[src/hw/rtl/grs_pkg.sv]
// grs_pkg: shared command codes and controller/datapath link types
// for the grid ray stepper. No dependencies.
package grs_pkg;

	// Command codes carried on the cmd field
	typedef enum logic [2:0] {
		CMD_START  = 3'd0,
		CMD_EXTEND = 3'd1,
		CMD_STEP   = 3'd2,
		CMD_UNIT   = 3'd3,
		CMD_TILE   = 3'd4,
		CMD_LOAD   = 3'd5
	} cmd_t;

	// Configuration register indexes
	localparam logic CFG_TILE_SHIFT = 1'b0;
	localparam logic CFG_STEP_LIMIT = 1'b1;

	localparam logic [3:0]  TILE_SHIFT_RST = 4'd3;
	localparam logic [15:0] STEP_LIMIT_RST = 16'd4096;

	// Commands from controller to datapath
	typedef struct packed {
		logic accept;   // input beat taken this cycle
		logic step_en;  // add the offset to the current point
		logic hit_set;  // last step of a multi-step command ended on the limit with no change
		logic out_load; // copy result into the output register
	} ctrl_t;

	// Status from datapath to controller
	typedef struct packed {
		logic changed;  // plane part after this step differs from its value at accept
		logic at_limit; // this step reaches the step limit
	} stat_t;

endpackage

[src/hw/rtl/grs_ctrl.sv]
// grs_ctrl: command sequencer of the grid ray stepper.
// Depends on grs_pkg (cmd_t, ctrl_t, stat_t).
module grs_ctrl (
	input  logic            clk,
	input  logic            arst_n,
	input  logic            in_valid,
	output logic            in_stall,
	input  logic [2:0]      cmd,
	output logic            out_valid,
	input  logic            out_stall,
	output grs_pkg::ctrl_t  ctrl,
	input  grs_pkg::stat_t  stat
);

	typedef enum logic [2:0] {
		ST_IDLE   = 3'b001,
		ST_STEP   = 3'b010,
		ST_RESULT = 3'b100
	} state_t;

	state_t state_q;
	logic   single_q;
	logic   out_valid_q;
	logic   accept;
	logic   is_step_cmd;
	logic   stop;
	logic   out_load;

	assign in_stall    = (state_q != ST_IDLE);
	assign accept      = in_valid && !in_stall;
	assign is_step_cmd = (cmd == grs_pkg::CMD_STEP) || (cmd == grs_pkg::CMD_UNIT) ||
		(cmd == grs_pkg::CMD_TILE);
	assign stop        = single_q || stat.changed || stat.at_limit;
	assign out_load    = (state_q == ST_RESULT) && (!out_valid_q || !out_stall);
	assign out_valid   = out_valid_q;

	// Drive datapath commands
	always_comb begin
		ctrl.accept   = accept;
		ctrl.step_en  = (state_q == ST_STEP);
		ctrl.hit_set  = (state_q == ST_STEP) && !single_q && !stat.changed && stat.at_limit;
		ctrl.out_load = out_load;
	end

	// Advance the sequencer
	always_ff @(posedge clk or negedge arst_n) begin
		if (!arst_n) begin
			state_q  <= ST_IDLE;
			single_q <= 1'b0;
		end else begin
			case (state_q)
				ST_IDLE: begin
					if (accept) begin
						single_q <= (cmd == grs_pkg::CMD_STEP);
						state_q  <= is_step_cmd ? ST_STEP : ST_RESULT;
					end
				end
				ST_STEP: begin
					if (stop) state_q <= ST_RESULT;
				end
				ST_RESULT: begin
					if (out_load) state_q <= ST_IDLE;
				end
				default: state_q <= ST_IDLE;
			endcase
		end
	end

	// Hold the result beat until taken
	always_ff @(posedge clk or negedge arst_n) begin
		if (!arst_n) begin
			out_valid_q <= 1'b0;
		end else if (out_load) begin
			out_valid_q <= 1'b1;
		end else if (!out_stall) begin
			out_valid_q <= 1'b0;
		end
	end

	a_limit_stops: assert property (@(posedge clk) disable iff (!arst_n)
		(ctrl.step_en && stat.at_limit) |=> !ctrl.step_en)
		else $error("stepping continued past the step limit");

	a_plain_cmd_result: assert property (@(posedge clk) disable iff (!arst_n)
		(accept && !is_step_cmd) |=> (state_q == ST_RESULT))
		else $error("non-step command did not go straight to result");

	a_out_from_result: assert property (@(posedge clk) disable iff (!arst_n)
		$rose(out_valid_q) |-> $past(state_q == ST_RESULT))
		else $error("result beat raised outside result state");

	a_single_one_step: assert property (@(posedge clk) disable iff (!arst_n)
		(ctrl.step_en && single_q) |=> (state_q == ST_RESULT))
		else $error("single step took more than one step");

endmodule

[config.mk]
export PLATFORM = sky130hd
export DESIGN_NAME = grs_ctrl
export DESIGN_NICKNAME = d
export VERILOG_FILES = /design/src/hw/rtl/grs_pkg.sv /design/src/hw/rtl/grs_ctrl.sv
export SDC_FILE = /design/constraint.sdc
export NUM_CORES = 1
export LEC_CHECK = 0
export BUFFER_PORTS_ARGS = -buffer_cell sky130_fd_sc_hd__buf_2
export CORE_AREA = 2 2 39 41
export CTS_CLUSTER_DIAMETER = 150
export DETAILED_ROUTE_END_ITERATION = 10
export DIE_AREA = 0 0 41 43
export PLACE_DENSITY = 0.54
export SLEW_MARGIN = 30
export SYNTH_ARGS = -nofsm -noshare
export SYNTH_HDL_FRONTEND = slang
export SYNTH_SLANG_ARGS = --single-unit
[constraint.sdc]
create_clock -name clk -period 1.56 [get_ports clk]
set_input_delay 0.156 -clock clk [delete_from_list [all_inputs] [get_ports clk]]
set_output_delay 0.156 -clock clk [all_outputs]
set_load 0.05 [all_outputs]
==> impl_metrics.json <==
{
  "status": "completed",
  "synthesis.area_sq_um": 293,
  "rsz0062_at_grt": "yes",
  "critical_path_class": "flip-flop to output port",
  "postLayoutCoreUtil": 0.330,
  "first_global_vias": 258,
  "h-tree-depth": 1,
  "power.ir.vdd_worst_mv": 0.372,
  "height_of_the_die_um": 43,
  "main_synth_ff_type": "sky130_fd_sc_hd__dfrtp_1",
  "element_type_at_the_critical_path_start": "flip-flop",
  "placement.setup.worst_slack_ps": 168,
  "route.detailed.wl_per_inst_um": 9.56,
  "cts_root_buf": "sky130_fd_sc_hd__clkbuf_4",
  "dp.final_hpwl_um": 495,
  "cts_tree": "done",
  "min_period_over_period": 0.982,
  "synth_enable_flop_cells": 0,
  "slew-limit-headroom": 0.815,
  "detail_route.first_pass.iterations": 2,
  "top_level_ports": 15,
  "syn-mean-instance-area_sq_um": 9.76,
  "tritoncts.num_buffers": 3,
  "clock_insertion_delay_worst_skew_ps": 240,
  "num_vias": 280,
  "yosys_warnings": 0,
  "drv_cap": 0,
  "gp_routability_congestion": 0.708,
  "synth_common_cells": "sky130_fd_sc_hd__dfrtp_1 (4), sky130_fd_sc_hd__nand2_1 (4), sky130_fd_sc_hd__nor2_1 (3)",
  "synth_top_area_share": 0.342,
  "syn_inst_count": 30,
  "antenna-diode-count": 0,
  "detail_route.drc_violations": 0,
  "total_leakage_power_nw": 0.226,
  "crit_path_max_fanout": 4,
  "setup_violation_total_in_the_final_timing_report": 0,
  "ys_seq_area_frac": 0.432,
  "layout-drive-gt1-share": 0.580,
  "number_of_i_o_port_buffers": 14,
  "antenna_found_initial": 0,
  "initial_core_utilization": 0.212,
  "ant_nets": 0,
  "post-route-worst-setup-slack_ps": 28.5,
  "timing.critical_path.arrival_ps": 1380,
  "netlist_top_cells_area": "sky130_fd_sc_hd__dfrtp_1 (34%), sky130_fd_sc_hd__dfstp_2 (9.0%), sky130_fd_sc_hd__buf_4 (5.1%)",
  "die_x_um": 41,
  "die_area_sq_mm": 0.00176,
  "wire_length_of_the_first_global_routing_pass_mm": 1.06,
  "endpoint_kind": "output port",
  "flow.area_growth_from_synthesis_pct": 56.0,
  "drv_slew": 0,
  "share_of_async_settable_or_async_resettable_flops_after_synthesis": 1.00,
  "postSynthNetCount": 39,
  "holdCritPathClass": "primary input to flip-flop",
  "register_clock_pin_slew_on_the_reported_worst_setup_and_hold_paths_ps": 40,
  "floorplan.core_area_sq_mm": 0.00138,
  "finClkSkew_ps": 1.72,
  "drt_iter0_markers": 3,
  "placement_rows": 14,
  "routed_via_density": 4.24,
  "global_route.usage.total": 0.100,
  "clk_path_buf_depth": 2,
  "hold_viol_final": 0,
  "nets": 60,
  "synth.largest_area_cell": "sky130_fd_sc_hd__dfrtp_1",
  "power_density_mw_per_mm2": 1530,
  "synth.distinct_cells": 19,
  "achievable-frequency_ghz": 0.653,
  "clock_sinks": 5,
  "final.min_clock_period_ps": 1530,
  "tightest_slew_ps": 278,
  "grt_start_max_net_pins": 7,
  "number_of_synthesized_register_bits": 5,
  "critical_path_required_ps": 1400,
  "fillers": 162,
  "grt.overflow.total": 0,
  "wirelength_um": 631
}
sequential cells by signal (all words and copies together) (netlist names):
signal / cells
state_q: 3
out_valid: 1
single_q: 1
cell type report:
cell class / count / area, sq um / share of cell area
clock buffers: 4 / 26.3 / 0.0575
multi-input cells: 23 / 169 / 0.370
flip-flops and latches: 5 / 128 / 0.279
well taps: 16 / 20.0 / 0.0438
repair buffers: 18 / 114 / 0.249
report_power, final:
part           leakage, nW  switching [mW]  internal (mW)  total (mW)
logic                0.148           0.206          0.125       0.332
clock network       0.0150          0.0479         0.0964       0.144
registers           0.0625          0.0477          0.176       0.224
total                0.226           0.302          0.398       0.700
through the flow:
| stage | cell area, sq um | power [mW] | std cells | hold WS (ps) | TNS [ps] |
|---|---|---|---|---|---|
| after floorplan | 304 | 0.463 | 30 | -140 | 0 |
| after global placement | 379 | 0.512 | 58 | -24.9 | 0 |
| after detailed placement | 379 | 0.514 | 58 | -25.6 | 0 |
| after CTS | 437 | 0.696 | 64 | 187 | 0 |
| after global routing | 457 | 0.740 | 66 | 223 | -29.9 |
| final | 457 | 0.700 | 66 | 193 | 0 |
timing repair:
item / CTS / global route
buffers inserted: 1 / 2
resized for setup: 5 / 2
hold endpoints to repair: 5 / 0
hold buffers: 1 / 0
gates cloned: 0 / 0
setup endpoints to repair: 3 / 2
worst paths after layout:
check	start	end	depth (start not counted)	slack [ps]
max	state_q[2]	ctrl[0]	3	30
min	out_stall	out_valid	3	190
max reg2reg	state_q[0]	single_q	2	250
min reg2reg	single_q	single_q	1	530
max in group asynchronous	arst_n	state_q[0]	2	1100
min in group asynchronous	arst_n	single_q	2	250
critical path, stage by stage (launching register included):
cell and delay (ps):
sky130_fd_sc_hd__dfrtp_1 420, sky130_fd_sc_hd__or3b_4 420, sky130_fd_sc_hd__a21oi_2 130, sky130_fd_sc_hd__buf_6 170
cell families (layout without fill, tap and decap cells):
family / Yosys count / in the layout / synth area share
mux: 1 / 1 / 0.0513
simple gates: 17 / 17 / 0.359
buf+inv: 2 / 22 / 0.0513
compound gates: 5 / 5 / 0.107
flops: 5 / 5 / 0.432
metal layers:
| metal | vias up | share of wire | global-route usage |
|---|---|---|---|
| met2 | 9 | 0.50 | 0.125 |
| met5 | - | 0 | 0 |
| li1 | 144 | - | - |
| met3 | 0 | 0.060 | 0.0314 |
| met1 | 127 | 0.44 | 0.105 |
| met4 | 0 | 0 | 0.140 |
cell usage in the layout (no fill, tap or decap), types with 2 or more instances in the layout:
| cell type | instances |
|---|---|
| sky130_fd_sc_hd__clkbuf_4 | 3 |
| sky130_fd_sc_hd__nor2b_1 | 2 |
| sky130_fd_sc_hd__buf_4 | 5 |
| sky130_fd_sc_hd__dfrtp_1 | 3 |
| sky130_fd_sc_hd__nor2_1 | 3 |
| sky130_fd_sc_hd__nand2_1 | 4 |
| sky130_fd_sc_hd__buf_2 | 11 |
(Power assumes the default switching activity.)
